===== config.mk =====
export PLATFORM = sky130hd
export DESIGN_NAME = recent_packet_duplicate_filter
export DESIGN_NICKNAME = d
export VERILOG_FILES = /design/src/rpdf_pkg.sv /design/src/rpdf_store.sv /design/src/recent_packet_duplicate_filter.sv
export SDC_FILE = /design/constraint.sdc
export NUM_CORES = 1
export LEC_CHECK = 0
export BUFFER_PORTS_ARGS = -buffer_cell sky130_fd_sc_hd__buf_4
export CAP_MARGIN = 10
export CORE_MARGIN = 1.5
export CORE_UTILIZATION = 55
export CTS_BUF_LIST = sky130_fd_sc_hd__clkbuf_8 sky130_fd_sc_hd__clkbuf_16
export DETAILED_ROUTE_END_ITERATION = 10
export PLACE_DENSITY = 0.78
export SLEW_MARGIN = 25
export SYNTH_ARGS = -nofsm -noshare
export SYNTH_HDL_FRONTEND = slang
export SYNTH_SLANG_ARGS = --single-unit
export TNS_END_PERCENT = 100

===== constraint.sdc =====
create_clock -name clk_i -period 13.2 [get_ports clk_i]
set_input_delay 0 -clock clk_i [delete_from_list [all_inputs] [get_ports clk_i]]
set_output_delay 0 -clock clk_i [all_outputs]
set_load 0.02 [all_outputs]

===== src/rpdf_pkg.sv =====
// Shared types and constants for the recent packet duplicate filter.
// No dependencies; used by rpdf_store and recent_packet_duplicate_filter.
package rpdf_pkg;

  localparam int unsigned NOW_W      = 32;
  localparam int unsigned ID_W       = 8;
  localparam int unsigned STAMP_W    = 16;
  localparam int unsigned GAP_W      = 16;
  localparam int unsigned KEY_W      = 32;
  localparam int unsigned HELD_OUT_W = 5;
  localparam int unsigned CFG_IDX_W  = 2;
  localparam int unsigned CFG_DATA_W = 16;

  // configuration register indexes
  localparam logic [CFG_IDX_W-1:0] CFG_SELF_ID   = 2'd0;
  localparam logic [CFG_IDX_W-1:0] CFG_BCAST     = 2'd1;
  localparam logic [CFG_IDX_W-1:0] CFG_EXPIRE    = 2'd2;

  // configuration reset values
  localparam logic [ID_W-1:0]  SELF_ID_RST = 8'd0;
  localparam logic [ID_W-1:0]  BCAST_RST   = 8'd255;
  localparam logic [GAP_W-1:0] EXPIRE_RST  = 16'd1000;

  typedef enum logic [2:0] {
    ST_IDLE,
    ST_GAP,
    ST_LOCATE,
    ST_SCAN,
    ST_STORE,
    ST_RESULT
  } rpdf_state_e;

endpackage


===== src/rpdf_store.sv =====
// Entry store of the duplicate filter: one write port, one registered read port.
// Depends on rpdf_pkg for the entry width.
module rpdf_store #(
  parameter int unsigned DEPTH = 16,
  parameter int unsigned IDX_W = 4
) (
  input  logic                        clk_i,
  input  logic                        wr_en_i,
  input  logic [IDX_W-1:0]            wr_addr_i,
  input  logic [rpdf_pkg::KEY_W-1:0]  wr_data_i,
  input  logic                        rd_en_i,
  input  logic [IDX_W-1:0]            rd_addr_i,
  output logic [rpdf_pkg::KEY_W-1:0]  rd_data_o
);

  logic [rpdf_pkg::KEY_W-1:0] mem_q [DEPTH];
  logic [rpdf_pkg::KEY_W-1:0] rd_data_q;

  always_ff @(posedge clk_i) begin
    if (wr_en_i) begin
      mem_q[wr_addr_i] <= wr_data_i;
    end
  end

  always_ff @(posedge clk_i) begin
    if (rd_en_i) begin
      rd_data_q <= mem_q[rd_addr_i];
    end
  end

  assign rd_data_o = rd_data_q;

endmodule


===== src/recent_packet_duplicate_filter.sv =====
// Top level of the recent packet duplicate filter: sequencer, gap rule, ring scan.
// Depends on rpdf_pkg and rpdf_store.
//
//   channel   signals                                    direction
//   ------    -----------------------------------------  ---------
//   cfg       cfg_we_i, cfg_idx_i, cfg_data_i             in (write only)
//   in        in_valid_i/in_stall_o + header fields       in
//   out       out_valid_o/out_stall_i + result flags      out
//
// An accepted header steps through gap, locate, scan, store, result and back to idle;
// the scan reads each entry held after the gap rule, oldest first, and compares the
// registered read data with the key. A header not for this node skips scan and store;
// an empty ring skips the scan; a hit ends the scan early. Reset clears control state and
// config registers; the store is not cleared, only written slots are ever read. The result
// sits in an output register, so the next transaction is taken while it waits; a stalled result holds RESULT.
module recent_packet_duplicate_filter #(
  parameter int unsigned DEPTH = 16
) (
  input  logic                              clk_i,
  input  logic                              rst_ni,
  // configuration
  input  logic                              cfg_we_i,
  input  logic [rpdf_pkg::CFG_IDX_W-1:0]    cfg_idx_i,
  input  logic [rpdf_pkg::CFG_DATA_W-1:0]   cfg_data_i,
  // input channel
  input  logic                              in_valid_i,
  output logic                              in_stall_o,
  input  logic [rpdf_pkg::NOW_W-1:0]        now_ms_i,
  input  logic [rpdf_pkg::ID_W-1:0]         sender_id_i,
  input  logic [rpdf_pkg::ID_W-1:0]         receiver_addr_i,
  input  logic [rpdf_pkg::ID_W-1:0]         pkt_type_i,
  input  logic [rpdf_pkg::STAMP_W-1:0]      stamp_i,
  // output channel
  output logic                              out_valid_o,
  input  logic                              out_stall_i,
  output logic                              for_me_o,
  output logic                              duplicate_o,
  output logic                              accepted_o,
  output logic                              expired_o,
  output logic [rpdf_pkg::HELD_OUT_W-1:0]   entries_held_o
);

  localparam int unsigned IDX_W = (DEPTH > 1) ? $clog2(DEPTH) : 1;
  localparam int unsigned CNT_W = $clog2(DEPTH + 1);
  localparam int unsigned SUM_W = CNT_W + 1;
  localparam logic [IDX_W-1:0] LAST_IDX  = IDX_W'(DEPTH - 1);
  localparam logic [CNT_W-1:0] DEPTH_CNT = CNT_W'(DEPTH);
  localparam logic [SUM_W-1:0] DEPTH_SUM = SUM_W'(DEPTH);

  // config registers
  logic [rpdf_pkg::ID_W-1:0]  self_id_q;
  logic [rpdf_pkg::ID_W-1:0]  bcast_q;
  logic [rpdf_pkg::GAP_W-1:0] expire_q;

  always_ff @(posedge clk_i or negedge rst_ni) begin
    if (!rst_ni) begin
      self_id_q <= rpdf_pkg::SELF_ID_RST;
      bcast_q   <= rpdf_pkg::BCAST_RST;
      expire_q  <= rpdf_pkg::EXPIRE_RST;
    end else if (cfg_we_i) begin
      unique case (cfg_idx_i)
        rpdf_pkg::CFG_SELF_ID: self_id_q <= cfg_data_i[rpdf_pkg::ID_W-1:0];
        rpdf_pkg::CFG_BCAST:   bcast_q   <= cfg_data_i[rpdf_pkg::ID_W-1:0];
        rpdf_pkg::CFG_EXPIRE:  expire_q  <= cfg_data_i;
        default: ;  // unmapped index, ignored
      endcase
    end
  end

  // sequencer and ring state
  rpdf_pkg::rpdf_state_e state_q, state_d;

  logic [CNT_W-1:0]             held_q, held_d;
  logic [IDX_W-1:0]             wslot_q, wslot_d;
  logic [rpdf_pkg::NOW_W-1:0]   last_q, last_d;
  logic [IDX_W-1:0]             ptr_q, ptr_d;
  logic [CNT_W-1:0]             iss_q, iss_d;
  logic [CNT_W-1:0]             cmp_q, cmp_d;
  logic                         rvld_q, rvld_d;
  logic                         for_me_q, for_me_d;
  logic                         dup_q, dup_d;
  logic                         acc_q, acc_d;
  logic                         exp_q, exp_d;
  logic                         out_valid_q, out_valid_d;

  // captured header (payload, no reset)
  logic [rpdf_pkg::NOW_W-1:0]   now_q;
  logic [rpdf_pkg::ID_W-1:0]    rcv_q;
  logic [rpdf_pkg::KEY_W-1:0]   key_q;

  // output payload
  logic                          o_for_me_q, o_dup_q, o_acc_q, o_exp_q;
  logic [rpdf_pkg::HELD_OUT_W-1:0] o_held_q;

  logic in_take;
  logic out_load;

  // store port
  logic                        mem_we, mem_re;
  logic [rpdf_pkg::KEY_W-1:0]  mem_rdata;

  rpdf_store #(
    .DEPTH (DEPTH),
    .IDX_W (IDX_W)
  ) u_store (
    .clk_i     (clk_i),
    .wr_en_i   (mem_we),
    .wr_addr_i (wslot_q),
    .wr_data_i (key_q),
    .rd_en_i   (mem_re),
    .rd_addr_i (ptr_q),
    .rd_data_o (mem_rdata)
  );

  // shared datapath pieces
  logic [rpdf_pkg::NOW_W-1:0] gap;
  logic [SUM_W-1:0]           oldest_sum;
  logic [IDX_W-1:0]           oldest_idx;
  logic [CNT_W+rpdf_pkg::HELD_OUT_W-1:0] held_ext;

  assign gap        = now_q - last_q;
  assign oldest_sum = SUM_W'(wslot_q) + DEPTH_SUM - SUM_W'(held_q);
  assign oldest_idx = (oldest_sum >= DEPTH_SUM) ? IDX_W'(oldest_sum - DEPTH_SUM)
                                               : IDX_W'(oldest_sum);
  assign held_ext   = {{rpdf_pkg::HELD_OUT_W{1'b0}}, held_q};

  assign in_stall_o = (state_q != rpdf_pkg::ST_IDLE);
  assign in_take    = in_valid_i && !in_stall_o;

  always_comb begin
    state_d     = state_q;
    held_d      = held_q;
    wslot_d     = wslot_q;
    last_d      = last_q;
    ptr_d       = ptr_q;
    iss_d       = iss_q;
    cmp_d       = cmp_q;
    rvld_d      = 1'b0;
    for_me_d    = for_me_q;
    dup_d       = dup_q;
    acc_d       = acc_q;
    exp_d       = exp_q;
    mem_we      = 1'b0;
    mem_re      = 1'b0;
    out_load    = 1'b0;
    out_valid_d = out_valid_q && out_stall_i;

    unique case (state_q)
      rpdf_pkg::ST_IDLE: begin
        if (in_take) begin
          state_d = rpdf_pkg::ST_GAP;
        end
      end
      rpdf_pkg::ST_GAP: begin
        // gap rule, then address check
        exp_d = 1'b0;
        dup_d = 1'b0;
        acc_d = 1'b0;
        if ((gap > {{(rpdf_pkg::NOW_W-rpdf_pkg::GAP_W){1'b0}}, expire_q}) &&
            (held_q != '0)) begin
          held_d = held_q - CNT_W'(1);
          exp_d  = 1'b1;
        end
        last_d   = now_q;
        for_me_d = (rcv_q == self_id_q) || (rcv_q == bcast_q);
        state_d  = rpdf_pkg::ST_LOCATE;
      end
      rpdf_pkg::ST_LOCATE: begin
        ptr_d = oldest_idx;
        iss_d = '0;
        cmp_d = '0;
        if (!for_me_q) begin
          state_d = rpdf_pkg::ST_RESULT;
        end else if (held_q == '0) begin
          state_d = rpdf_pkg::ST_STORE;
        end else begin
          state_d = rpdf_pkg::ST_SCAN;
        end
      end
      rpdf_pkg::ST_SCAN: begin
        // a read issued here is compared in the cycle after, against the registered read data
        if (iss_q != held_q) begin
          mem_re = 1'b1;
          rvld_d = 1'b1;
          iss_d  = iss_q + CNT_W'(1);
          ptr_d  = (ptr_q == LAST_IDX) ? '0 : ptr_q + IDX_W'(1);
        end
        if (rvld_q) begin
          cmp_d = cmp_q + CNT_W'(1);
          if (mem_rdata == key_q) begin
            dup_d   = 1'b1;
            state_d = rpdf_pkg::ST_RESULT;
          end else if ((cmp_q + CNT_W'(1)) == held_q) begin
            state_d = rpdf_pkg::ST_STORE;
          end
        end
      end
      rpdf_pkg::ST_STORE: begin
        mem_we  = 1'b1;
        wslot_d = (wslot_q == LAST_IDX) ? '0 : wslot_q + IDX_W'(1);
        if (held_q != DEPTH_CNT) begin
          held_d = held_q + CNT_W'(1);
        end
        acc_d   = 1'b1;
        state_d = rpdf_pkg::ST_RESULT;
      end
      rpdf_pkg::ST_RESULT: begin
        if (!out_valid_q || !out_stall_i) begin
          out_load    = 1'b1;
          out_valid_d = 1'b1;
          state_d     = rpdf_pkg::ST_IDLE;
        end
      end
      default: begin
        state_d = rpdf_pkg::ST_IDLE;
      end
    endcase
  end

  always_ff @(posedge clk_i or negedge rst_ni) begin
    if (!rst_ni) begin
      state_q     <= rpdf_pkg::ST_IDLE;
      held_q      <= '0;
      wslot_q     <= '0;
      last_q      <= '0;
      ptr_q       <= '0;
      iss_q       <= '0;
      cmp_q       <= '0;
      rvld_q      <= 1'b0;
      for_me_q    <= 1'b0;
      dup_q       <= 1'b0;
      acc_q       <= 1'b0;
      exp_q       <= 1'b0;
      out_valid_q <= 1'b0;
    end else begin
      state_q     <= state_d;
      held_q      <= held_d;
      wslot_q     <= wslot_d;
      last_q      <= last_d;
      ptr_q       <= ptr_d;
      iss_q       <= iss_d;
      cmp_q       <= cmp_d;
      rvld_q      <= rvld_d;
      for_me_q    <= for_me_d;
      dup_q       <= dup_d;
      acc_q       <= acc_d;
      exp_q       <= exp_d;
      out_valid_q <= out_valid_d;
    end
  end

  // header capture; key packs sender, type, stamp
  always_ff @(posedge clk_i) begin
    if (in_take) begin
      now_q <= now_ms_i;
      rcv_q <= receiver_addr_i;
      key_q <= {sender_id_i, pkt_type_i, stamp_i};
    end
  end

  always_ff @(posedge clk_i) begin
    if (out_load) begin
      o_for_me_q <= for_me_q;
      o_dup_q    <= dup_q;
      o_acc_q    <= acc_q;
      o_exp_q    <= exp_q;
      o_held_q   <= held_ext[rpdf_pkg::HELD_OUT_W-1:0];
    end
  end

  assign out_valid_o    = out_valid_q;
  assign for_me_o       = o_for_me_q;
  assign duplicate_o    = o_dup_q;
  assign accepted_o     = o_acc_q;
  assign expired_o      = o_exp_q;
  assign entries_held_o = o_held_q;

endmodule


Word-level counts from Yosys, hierarchy flattened
Memories as Yosys holds them, arrays and structs flattened. A register that Yosys moved wholly into a read port is not among the register bits.
Index checks and enable logic that the tools add are counted.
{"block": "classes", "n_addsub": 10, "magnitude_cmp": 2, "n_eq_ne": 23, "n_mux": 34, "reduce_logical": 24}
{"operator": "32-bit equality test", "count": 1}
{"operator": "32-bit by 16-bit greater-than comparator with 1-bit output", "count": 1}
{"operator": "32-bit subtractor", "count": 1}
{"operator": "5-bit one-hot mux with 2 select lines", "count": 3}
{"operator": "3-bit two-way mux", "count": 7}
{"operator": "5-bit two-way mux", "count": 4}
{"operator": "3-bit one-hot mux with 6 select lines", "count": 1}
{"operator": "8-bit equality test", "count": 2}
{"operator": "4-bit two-way mux", "count": 4}
{"operator": "5-bit by 1-bit adder with 5-bit output, second input constant", "count": 3}
{"operator": "2-bit inequality test, second input constant", "count": 7}
{"operator": "1-bit two-way mux", "count": 12}
{"operator": "2-bit AND reduction", "count": 5}
{"operator": "4-bit by 1-bit adder with 4-bit output, second input constant", "count": 2}
{"operator": "4-bit equality test, second input constant", "count": 2}
{"operator": "4-bit one-hot mux with 2 select lines", "count": 1}
{"operator": "4-bit by 5-bit adder with 6-bit output, second input constant", "count": 1}
{"operator": "3-bit by 2-bit equality test with 1-bit output, second input constant", "count": 2}
{"operator": "3-bit equality test, second input constant", "count": 2}
{"operator": "6-bit by 5-bit >= comparator with 1-bit output, second input constant", "count": 1}
{"operator": "3-bit AND reduction", "count": 2}
{"operator": "2-bit nonzero test", "count": 3}
{"operator": "6-bit by 5-bit subtractor with 6-bit output", "count": 1}
{"operator": "5-bit equality test", "count": 1}
{"operator": "other kinds (18)", "count": 24}
{"block": "totals", "reg_bits": 177, "ram_bits": 512, "wordCells": 118, "n_memories": 1}
{"memory": "u_store.mem_q", "words": 16, "width": 32, "read_ports": 1, "rd_clocked_by_memory_dff": 1, "wr": 1, "line": "rpdf_store.sv:16", "text": "logic [rpdf_pkg::KEY_W-1:0] mem_q [DEPTH];"}

Longest topological paths before layout
Gate-level depths: netlist (run 1).
{"block": "depth", "word_depth": 6, "ltp_mapped": 22, "depth_no_buf": 21}

Cells and area by module
From an unflattened synthesis (run 1), not the netlist that was laid out.
{"block": "hier_totals", "cells_unflattened": 1760, "hier_area_um2": 29946.2}
{"mod": "rpdf_store", "n_inst": 1, "cells_per_inst": 838, "area_each_um2": 20155.6}
{"mod": "recent_packet_duplicate_filter", "n_inst": 1, "cells_per_inst": 922, "area_each_um2": 9790.6}

Least setup slack after synthesis (run 1)
No wires, ideal clock.
{"block": "synth_path", "kind": "register to register", "startpoint": "register now_q[3] (netlist name)", "endpoint": "register held_q[0]", "setup_ns": 0.094, "arrival_ns": 5.162, "required_time_ns": 13.106, "setup_slack_ns": 7.944, "stages_incl_launch_ff": 22, "n_path_buf": 1, "cell_sequence": "edfxtp_1 ha_1 and2_4 a221oi_2 nand2_1 a31o_2 o21ai_0 nand2b_1 a221oi_1 xnor2_1 ha_1 nand4_1 nor3_1 a21boi_0 o31ai_1 o2111ai_1 or4_1 or4_1 or4b_1 buf_2 a21o_1 a221oi_2"}
{"block": "synth_via", "elab_chain_len": 5}
{"element": "start, declared", "line": "recent_packet_duplicate_filter.sv:87", "text": "logic [rpdf_pkg::NOW_W-1:0] now_q;"}
{"element": "start signal, assigned", "line": "recent_packet_duplicate_filter.sv:255", "text": "now_q <= now_ms_i;"}
{"element": "32-bit subtractor", "line": "recent_packet_duplicate_filter.sv:121", "text": "assign gap = now_q - last_q;"}
{"element": "32-bit by 16-bit greater-than comparator with 1-bit output", "line": "recent_packet_duplicate_filter.sv:159", "text": "if ((gap > {{(rpdf_pkg::NOW_W-rpdf_pkg::GAP_W){1'b0}}, expire_q}) &&"}
{"element": "1-bit logical AND", "line": "recent_packet_duplicate_filter.sv:159"}
{"element": "2-bit inequality test (no line)"}
{"element": "3-bit AND reduction (no line)"}
{"element": "end signal, assigned", "line": "recent_packet_duplicate_filter.sv:237", "text": "held_q <= held_d;"}
{"element": "end, declared", "line": "recent_packet_duplicate_filter.sv:73", "text": "logic [CNT_W-1:0] held_q, held_d;"}
Every way passes these cells.
A chain may end at the register's enable or synchronous reset.

Final worst setup path (run 1)
Same ends and word-level chain as after synthesis.

==> flow_summary.json, run 1 <==
{
  "io_buffers": 105,
  "final_util_pct": 65.08,
  "crit_type": "flip-flop to flip-flop",
  "start_util_pct": 56.06,
  "dp_worst_setup_slack_ns": 7.349,
  "ys_ff_latch": 721,
  "vias_per_cell": 6.055,
  "dp.cells": 2670,
  "critPathMaxStageDelay_ns": 0.66,
  "avgSynthCellArea_sq_um": 15.72,
  "cts_tree": "built",
  "synth_top_area_share_pct": 61.84,
  "path_cells": "ha_1, and2_4, a221oi_2, nand2_1, a31o_2, o21ai_0, nand2b_1, a221oi_1, xnor2_1, ha_1, nand4_1, nor3_1, a21boi_0, o31ai_1, o2111ai_1, or4_1, or4_1, or4b_1, a21o_1, a221oi_2",
  "use_met3_pct": 4.708,
  "nNetsFinal": 2302,
  "use_met1_pct": 30.84,
  "cap_violations": 0,
  "wl_per_cell_um": 23.22,
  "min_period_over_period_pct": 44.68,
  "overflow": 0,
  "worst_skew_pair.late_latency_ns": 0.64,
  "status": "finished clean",
  "cellLeakagePower_nw": 12.39,
  "fmax_mhz": 169.5,
  "antenna_found_initial": 1,
  "ys_warn_count": 0,
  "synth.distinct_cells": 70,
  "worstMarginPinSlew_ns": 0.9702,
  "tns_ns": 0,
  "busiest_layer": "met2",
  "die_h_um": 237.9,
  "die_area_sq_um": 56600,
  "syn-num-nets": 2089,
  "timing.final.hold_violations": 0,
  "hpwl_mm": 38.21,
  "clk_pin_slew_worst_paths_ns": 0.06,
  "cp_max_fo": 7,
  "ys_async_sr_fraction_pct": 13.31,
  "maxSlewHeadroom_pct": 35.32,
  "tritoncts.num_buffers": 72,
  "grt_pass1_vias": 18040,
  "core.rowCount": 85,
  "rsz0062_at_grt": "false",
  "clk_path_buf_depth": 3,
  "synth_cells": 1931,
  "cp.required_ns": 13.71,
  "fillers": 3582,
  "peakVddDrop_mv": 0.1237,
  "drtPass1Iterations": 8,
  "cts_max_level": 3,
  "start_kind": "flip-flop",
  "slew_violations": 0,
  "placed_area_sq_um": 31930,
  "diodes": 0,
  "routed-via-count": 17530,
  "fin_crit_ns": 5.898,
  "synthesis.area_sq_um": 30350,
  "syn_to_final_growth_pct": 16.07,
  "wirelength_mm": 67.23,
  "drive_gt1_share_pct": 18.42,
  "netlist_top_cells_area": "edfxtp_1 (62%), dfrtp_1 (6.8%), mux4_2 (4.7%), mux2i_1 (3.5%), ha_1 (2.5%)",
  "final_antenna_net_count": 0,
  "synth_top_cell_by_area": "edfxtp_1",
  "setup_slack_ns": 7.302,
  "cts_sinks": 721,
  "ys.flop_type": "edfxtp_1",
  "fin_skew_ns": 0.03604,
  "fin_cells": 2895,
  "arrival_ns": 6.41,
  "coreArea_sq_um": 54130,
  "place.gp.congestion": 0.8885,
  "drt_iter0_drc": 1411,
  "grt_max_degree": 71,
  "die_w_um": 237.9,
  "cts_root_buffer": "clkbuf_16",
  "track_usage_pct": 24.18,
  "endpoint_kind": "flip-flop",
  "synth_edf_count": 625,
  "powerDensity_nw_per_um2": 210.2,
  "holdCritPathClass": "primary input to flip-flop",
  "fin_area_sq_um": 35230,
  "use_met2_pct": 41.75,
  "final-setup-viol-count": 0,
  "ios": 106,
  "cts.repair.resized": 0,
  "critPathSlowestCell": "or4b_1",
  "grt_pass1_wl_mm": 103.3,
  "ys_seq_area_share_pct": 69.81,
  "drc_errors": 0
}
what timing repair did:
| action | 4_1_cts | 5_1_grt |
|---|---|---|
| endpoints found under the setup margin | 0 | 0 |
| endpoints found under the hold margin | 173 | 0 |
| hold buffers | 96 | 0 |
| buffers inserted | 0 | 0 |
cell usage after synthesis, drive strengths merged, types with 8 or more instances:
| library cell | number |
|---|---|
| a211oi | 9 |
| a21o | 13 |
| a21oi | 82 |
| a221oi | 35 |
| a22oi | 34 |
| a31oi | 8 |
| and2 | 20 |
| buf | 16 |
| clkbuf | 67 |
| dfrtp | 82 |
| dfstp | 14 |
| edfxtp | 625 |
| ha | 60 |
| inv | 64 |
| mux2 | 62 |
| mux2i | 105 |
| mux4 | 64 |
| nand2 | 147 |
| nand2b | 9 |
| nand3 | 18 |
| nand4 | 22 |
| nor2 | 44 |
| nor2b | 9 |
| nor3 | 17 |
| nor4 | 9 |
| o211ai | 13 |
| o21ai | 122 |
| xnor2 | 56 |
| xor2 | 32 |
registers in the layout (all words and copies together) (netlist names), 5 cells and up:
signal and cells:
rcv_q 8, key_q 32, now_q 32, held_q 5, last_q 32, u_store.rd_data_o 32, self_id_q 8, expire_q 16
entries_held_o 5, bcast_q 8, iss_q 5, u_store.mem_q 512, cmp_q 5
logic make-up (layout without fill, tap and decap cells):
logic type,Yosys count,count (layout),share of synthesized area [%]
flops,721,721,69.81
fa+ha+maj,63,63,2.672
compound gates,359,359,7.631
buf+inv,148,416,1.839
mux,231,231,10.51
xor+xnor,88,88,2.540
simple gates,321,321,4.993
metal layers:
metal  up-vias  part of all wire (%)
li1       7904                     -
met1      8819                    40
met2       668                    51
met3       137                   6.2
met4         2                   2.9
met5         -                 0.015
final timing paths:
path | startpoint | endpoint | slack (ns) | cells after the start
min reg2reg | acc_q$_DFFE_PN0P_ | accepted_o$_DFFE_PP_ | 0.46 | 0
max | now_q[3]$_DFFE_PP_ | held_q[0]$_DFFE_PN0P_ | 7.30 | 20
max in group asynchronous | rst_ni | self_id_q[3]$_DFFE_PN0P_ | 12.05 | 4
min in group asynchronous | rst_ni | last_q[25]$_DFFE_PN0P_ | 0.48 | 4
max reg2reg | now_q[3]$_DFFE_PP_ | held_q[0]$_DFFE_PN0P_ | 7.30 | 20
min | pkt_type_i[1] | key_q[17]$_DFFE_PP_ | 0.07 | 2
area by class of cell:
| cell class | count | area (sq um) | share of cell area, % |
|---|---|---|---|
| Clock buffer | 75 | 1843 | 5.232 |
| Clock inverter | 54 | 467.9 | 1.328 |
| Inverter | 65 | 244.0 | 0.6926 |
| Multi-Input combinational cell | 1062 | 8683 | 24.65 |
| Sequential cell | 721 | 21190 | 60.16 |
| Tap cell | 696 | 870.8 | 2.472 |
| Timing Repair Buffer | 222 | 1924 | 5.463 |
critical path: cells and delay by family, from the launching register on:
family	cells	cell delay, ns
adder cells (fa/ha/maj)	2	0.64
AO/OA/AOI/OAI	9	2.28
flip-flops	1	0.40
XOR/XNOR	1	0.18
AND/OR/NAND/NOR	8	2.29
where the power goes:
part	total, W	switching [W]	internal [W]
sequential	0.00310	0.000263	0.00284
clock	0.00196	0.000876	0.00109
combinational	0.00234	0.00138	0.000966
total	0.00740	0.00251	0.00489
cell usage in the layout, fill, tap and decap left out, types with 34 or more instances in the layout:
cell type / netlist / layout
mux4_2: 64 / 64
a22oi_1: 34 / 34
ha_1: 60 / 60
mux2i_1: 105 / 105
a21oi_1: 81 / 81
edfxtp_1: 625 / 625
mux2_2: 62 / 62
buf_4: 0 / 126
dlygate4sd3_1: 0 / 95
clkbuf_16: 0 / 72
nor2_1: 44 / 42
xnor2_1: 56 / 56
nand2_1: 147 / 147
o21ai_0: 121 / 121
inv_1: 64 / 86
dfrtp_1: 82 / 79
metrics by stage:
step	hold slack (ns)	power [W]
after floorplan	-0.2956	0.004769
after global placement	0.03662	0.005338
after detailed placement	0.04618	0.005428
after CTS	0.04947	0.007420
after global routing	0.05459	0.007789
final	0.07489	0.007404
Power figures use the tool's default switching activity.
==> run 2: changes to the inputs <==
PLACE_DENSITY = 0.81   (was 0.78)
clock period = 5.25 ns   (was 13.2 ns; I/O delays follow)
==> flow_summary.json, run 2 (synthesis gave the netlist of run 1 again) <==
{
  "die_h_um": 237.9,
  "fin_crit_ns": 5.219,
  "diodes": 0,
  "cap_violations": 0,
  "worst_skew_pair.late_latency_ns": 0.62,
  "p_total_w": 0.01923,
  "rsz0062_at_grt": "true",
  "regMostFlops": "u_store.mem_q",
  "cts_tree": "built",
  "die_area_sq_um": 56600,
  "status": "finished clean",
  "min_delay_path_depth": 2,
  "crit_type": "flip-flop to flip-flop",
  "slew_violations": 0,
  "timing.final.hold_violations": 0,
  "cp.required_ns": 5.76,
  "io_buffers": 105,
  "die_w_um": 237.9,
  "path_cells": "ha_1, and2_4, a221oi_4, nand2_2, a31o_2, o21ai_2, nand2b_1, a221oi_2, xnor2_1, ha_1, nand4_1, buf_4, a211oi_1, o31ai_2, o2111ai_1, or4_1, or4_1, or4b_4, a21o_1, a221oi_2",
  "cts_sinks": 721,
  "drc_errors": 0,
  "clk_path_buf_depth": 3,
  "drtPass1Iterations": 5,
  "grt_max_degree": 118,
  "start_util_pct": 56.06,
  "hold_start": "stamp_i[14]",
  "grt_pass1_vias": 18660,
  "layout_commonest_cell": "edfxtp_1",
  "powerDensity_nw_per_um2": 538.2,
  "coreArea_sq_um": 54130,
  "hpwl_mm": 40.09,
  "worstMarginPinSlew_ns": 1.028,
  "final_antenna_net_count": 0,
  "start_kind": "flip-flop",
  "drive_gt1_share_pct": 20.80,
  "ios": 106,
  "nNetsFinal": 2341,
  "place.gp.congestion": 0.8941,
  "final-setup-viol-count": 0,
  "wirelength_mm": 70.13,
  "cts_max_level": 3,
  "antenna_found_initial": 0,
  "endpoint_kind": "flip-flop",
  "min_period_over_period_pct": 99.41,
  "drt_iter0_drc": 1515,
  "placed_area_sq_um": 32250,
  "r2r_end": "held_q[0]$_DFFE_PN0P_",
  "most-common-layout-cells": "edfxtp_1 (625), buf_4 (159), nand2_1 (146)",
  "reg2reg_slack_ns": 0.03,
  "peakVddDrop_mv": 0.3894,
  "cts_root_buffer": "clkbuf_16",
  "clk_pin_slew_worst_paths_ns": 0.06,
  "arrival_ns": 5.73,
  "regToRegStartpoint": "now_q[3]$_DFFE_PP_",
  "fin_area_sq_um": 35740,
  "vias_per_cell": 6.160,
  "fmax_mhz": 191.6,
  "holdCritPathClass": "primary input to flip-flop",
  "cp_max_fo": 4,
  "wl_per_cell_um": 23.89,
  "tritoncts.num_buffers": 73,
  "fin_skew_ns": 0.02692,
  "cellLeakagePower_nw": 12.61,
  "largest_reg_flops": 512,
  "tns_ns": 0,
  "fin_cells": 2936,
  "dp.cells": 2704,
  "maxSlewHeadroom_pct": 31.32,
  "grt_pass1_wl_mm": 106.9,
  "min_to": "key_q[14]$_DFFE_PP_",
  "track_usage_pct": 25.03,
  "core.rowCount": 85,
  "r2r_cells": 20,
  "critPathSlowestCell": "or4b_4",
  "overflow": 0,
  "critPathMaxStageDelay_ns": 0.56,
  "syn_to_final_growth_pct": 17.76,
  "routed-via-count": 18090
}
-- run 2: cell count changes in the layout (fill, tap and decap cells not counted), moves of 2 or more --
cell	before	now
inv_2	0	2
clkinv_16	5	1
buf_12	0	4
clkbuf_8	3	1
buf_4	126	159
and2_4	6	2
clkinv_2	10	13
inv_6	0	4
and2_2	8	13
clkinv_1	9	15
bufinv_16	3	9
inv_1	86	71
clkinvlp_4	2	5
-- run 2: area by class of cell --
class,instances,area (sq um)
Multi-Input combinational cell,1062,8757
Timing Repair Buffer,260,2262
Inverter,65,244.0
Tap cell,696,870.8
Sequential cell,721,21190
Fill cell,3481,18400
Clock inverter,58,569.3
Clock buffer,74,1841
-- run 2: critical path: cells and delay by family (launching register included) --
| family | cells | cell delay, ns |
|---|---|---|
| and+or+nand+nor | 7 | 1.98 |
| AOI/OAI and AO/OA | 9 | 1.85 |
| adders and majority gates | 2 | 0.59 |
| DFF | 1 | 0.40 |
| xor gates and xnor gates | 1 | 0.17 |
| buffers and inverters | 1 | 0.14 |
-- run 2: stage by stage --
| stage | utilization, % | hold WS, ns | setup slack [ns] |
|---|---|---|---|
| 2_1_floorplan | - | -0.2956 | 0.01381 |
| 3_3_place_gp | 59.48 | -0.04192 | -0.1191 |
| 3_5_place_dp | 59.57 | -0.04032 | -0.2927 |
| 4_1_cts | 65.91 | 0.01096 | 0.004774 |
| 5_1_grt | 66.02 | 0.07135 | -0.1438 |
| 6_report | 66.02 | 0.09399 | 0.03090 |
-- run 2: timing repair --
action	4_1_cts	5_1_grt
resized for setup	7	10
hold buffers	96	1
setup buffers	2	1
hold endpoints to repair	207	7
pin swaps	17	14
endpoints found under the setup margin	6	6
-- run 2: worst max path at each step --
stage                            start               endpoint  slack (ns)  cells past startpoint
detailed placement  now_q[3]$_DFFE_PP_  held_q[0]$_DFFE_PN0P_       -0.29                     20
global route        now_q[3]$_DFFE_PP_  held_q[2]$_DFFE_PN0P_       -0.14                     22
global placement    now_q[3]$_DFFE_PP_  held_q[0]$_DFFE_PN0P_       -0.12                     20
CTS                 now_q[3]$_DFFE_PP_  held_q[0]$_DFFE_PN0P_       0.005                     20
finish              now_q[3]$_DFFE_PP_  held_q[0]$_DFFE_PN0P_        0.03                     20
floorplan           now_q[4]$_DFFE_PP_  held_q[0]$_DFFE_PN0P_        0.01                     21
-- run 2: per-layer routing --
layer	routed length [um]	part of all wire, %	track usage, %	up-vias
li1	-	-	-	7984
met1	27350	39	31.98	9169
met2	35880	51	43.43	786
met3	4780	6.8	4.292	147
met4	2118	3.0	8.608	0
met5	0	0	0	-
-- run 2: where the power goes --
group          internal (W)  switching, W
logic               0.00264       0.00362
registers           0.00713      0.000628
clock network       0.00302       0.00219
==> run 3: changes to the inputs <==
ABC_AREA = 1   (was unset)
==> flow_summary.json, run 3 <==
{
  "crit_buf_inv": 1,
  "ios": 106,
  "ys_seq_area_share_pct": 68.45,
  "crit_type": "flip-flop to flip-flop",
  "wl_per_cell_um": 20.77,
  "powerDensity_nw_per_um2": 534.3,
  "place.gp.congestion": 0.8666,
  "yosys-top-cells-count": "edfxtp_1 (625), nand2_1 (622), o21ai_0 (247), nor2_1 (243), inv_1 (236)",
  "die_h_um": 240.2,
  "cts_tree": "built",
  "cap_violations": 0,
  "fin_crit_ns": 3.445,
  "hpwl_mm": 43.23,
  "antenna_found_initial": 2,
  "syn-num-nets": 2896,
  "timing.final.hold_violations": 0,
  "whs_ns": 0.04997,
  "endpoint_kind": "flip-flop",
  "cts_sinks": 721,
  "grt_pass1_wl_mm": 119.4,
  "synth.distinct_cells": 45,
  "drt_iter0_drc": 2348,
  "start_util_pct": 55.86,
  "cp.required_ns": 5.75,
  "core.rowCount": 86,
  "drive_gt1_share_pct": 10.57,
  "regMostFlops": "u_store.mem_q",
  "p_int_w": 0.01213,
  "cts_max_level": 3,
  "setup_slack_ns": 1.805,
  "maxSlewHeadroom_pct": 30.32,
  "tns_ns": 0,
  "fmax_mhz": 290.2,
  "p_total_w": 0.01928,
  "clk_path_buf_depth": 3,
  "cp_top_family": "simple AND/OR/NAND/NOR gates",
  "pwr-share-seq_pct": 39.8,
  "ys_warn_count": 0,
  "worst_skew_pair.late_latency_ns": 0.63,
  "track_usage_pct": 27.35,
  "arrival_ns": 3.94,
  "synth_cells": 2738,
  "min_period_over_period_pct": 65.63,
  "rsz0062_at_grt": "false",
  "coreArea_sq_um": 55420,
  "netlist_top_cells_area": "edfxtp_1 (61%), nand2_1 (7.5%), dfrtp_1 (6.6%), o21ai_0 (4.0%), nor2_1 (2.9%)",
  "power_switching_w": 0.007144,
  "switching_share_pct": 37.06,
  "overflow": 0,
  "worstMarginPinSlew_ns": 1.043,
  "fillers": 3882,
  "die_area_sq_um": 57720,
  "nNetsFinal": 3101,
  "ys_ff_latch": 721,
  "die_w_um": 240.2,
  "synth_edf_count": 625,
  "ys_async_sr_fraction_pct": 13.31,
  "yosysMostFrequentCell": "edfxtp_1",
  "final_antenna_net_count": 0,
  "ys.flop_type": "edfxtp_1",
  "largest_reg_flops": 512,
  "holdCritPathClass": "primary input to asynchronous set/reset pin",
  "synthesis.area_sq_um": 30960,
  "layout_commonest_cell": "edfxtp_1",
  "cp_max_fo": 7,
  "vias_per_cell": 5.829,
  "cellLeakagePower_nw": 14.01,
  "final-setup-viol-count": 0,
  "critPathMaxStageDelay_ns": 0.41,
  "p_clk_share_pct": 26.3,
  "start_kind": "flip-flop",
  "tritoncts.num_buffers": 72,
  "wirelength_mm": 77.84,
  "io_buffers": 105,
  "final_util_pct": 65.11,
  "clk_pin_slew_worst_paths_ns": 0.06,
  "cts_root_buffer": "clkbuf_16",
  "synth_top_cell_by_area": "edfxtp_1",
  "routed-via-count": 21850,
  "status": "finished clean",
  "dp_worst_setup_slack_ns": 1.836,
  "critPathSlowestCell": "fa_1",
  "avgSynthCellArea_sq_um": 11.31,
  "peakVddDrop_mv": 0.3653,
  "synth_top_area_share_pct": 60.63,
  "grt_max_degree": 102,
  "most-common-layout-cells": "edfxtp_1 (625), nand2_1 (621), o21ai_0 (247)",
  "syn_to_final_growth_pct": 16.56,
  "drtPass1Iterations": 6,
  "crit_top_cell": "nand2_1",
  "drc_errors": 0,
  "fin_skew_ns": 0.03559,
  "slew_violations": 0,
  "p_comb_share_pct": 33.9,
  "grt_pass1_vias": 21720
}
-- run 3: stage by stage --
step                      area, sq um  cells
after floorplan                 30960   2738
after global placement          32670   3514
after detailed placement        32670   3514
after CTS                       36020   3744
after global routing            36080   3748
final                           36080   3748
-- run 3: final timing paths --
kind | start | end | slack [ns] | cells past startpoint
hold reg to reg | acc_q$_DFFE_PN0P_ | accepted_o$_DFFE_PP_ | 0.45 | 0
setup reg to reg | last_q[0]$_DFFE_PN0P_ | held_q[3]$_DFFE_PN0P_ | 1.80 | 25
hold / removal | rst_ni | last_q[2]$_DFFE_PN0P_ | 0.05 | 2
min in group clk_i | now_ms_i[5] | now_q[5]$_DFFE_PP_ | 0.08 | 2
setup / recovery | last_q[0]$_DFFE_PN0P_ | held_q[3]$_DFFE_PN0P_ | 1.80 | 25
max in group asynchronous | rst_ni | last_q[28]$_DFFE_PN0P_ | 4.30 | 3
-- run 3: power by group through the flow --
stage	Sequential (W)	Clock (W)	Combinational, W
finish	0.00768	0.00507	0.00653
global route	0.00775	0.00532	0.00729
CTS	0.00772	0.00512	0.00637
detailed placement	0.00783	0	0.00623
global placement	0.00778	0	0.00601
floorplan	0.00759	0	0.00447
-- run 3: timing repair --
action | CTS | global route
endpoints found under the hold margin | 190 | 0
hold buffers | 101 | 0
setup buffers | 0 | 0
resized for setup | 0 | 0
-- run 3: layout make-up --
type	count	area [sq um]	area share [%]
sequential	721	21190	58.74
clock inverter	50	405.4	1.124
tap	748	935.9	2.594
antenna	2	5.005	0.01387
timing repair buffer	240	2111	5.850
inverter	243	917.1	2.542
multi-input combinational	1665	8582	23.78
clock buffer	79	1932	5.354
-- run 3: cells by family after synthesis --
kind of cell / synth area share (%)
xor+xnor: 1.698
compound gates: 8.840
fa+ha+maj: 2.619
buf+inv: 4.292
simple gates: 14.11
flops: 68.45
-- run 3: worst reg2reg max path, stage by stage (launching register included) --
cell and delay (ns):
dfrtp_1 0.38, ha_1 0.23, fa_1 0.41, inv_1 0.17, nand2_1 0.07, nand2_1 0.08, and2_4 0.15, nand2_1 0.06
nand3_2 0.09, xor2_1 0.08, ha_1 0.28, nand2_1 0.05, nor2_1 0.11, nand3_1 0.10, nor2_1 0.13, nand4_1 0.09
nand2_1 0.09, nand3_1 0.08, nor2_1 0.09, nand2_1 0.07, nor2_2 0.10, nand2_2 0.08, nand2_4 0.11, nand2_4 0.08
nand2_1 0.09, nand2_1 0.06
-- run 3: routing by layer --
metal	GRT usage, %	vias to the layer above	share of wire (%)
li1	-	9940	-
met2	46.29	1157	49
met3	4.512	264	9.0
met5	0	-	0
met4	12.27	0	4.2
met1	34.77	10490	38
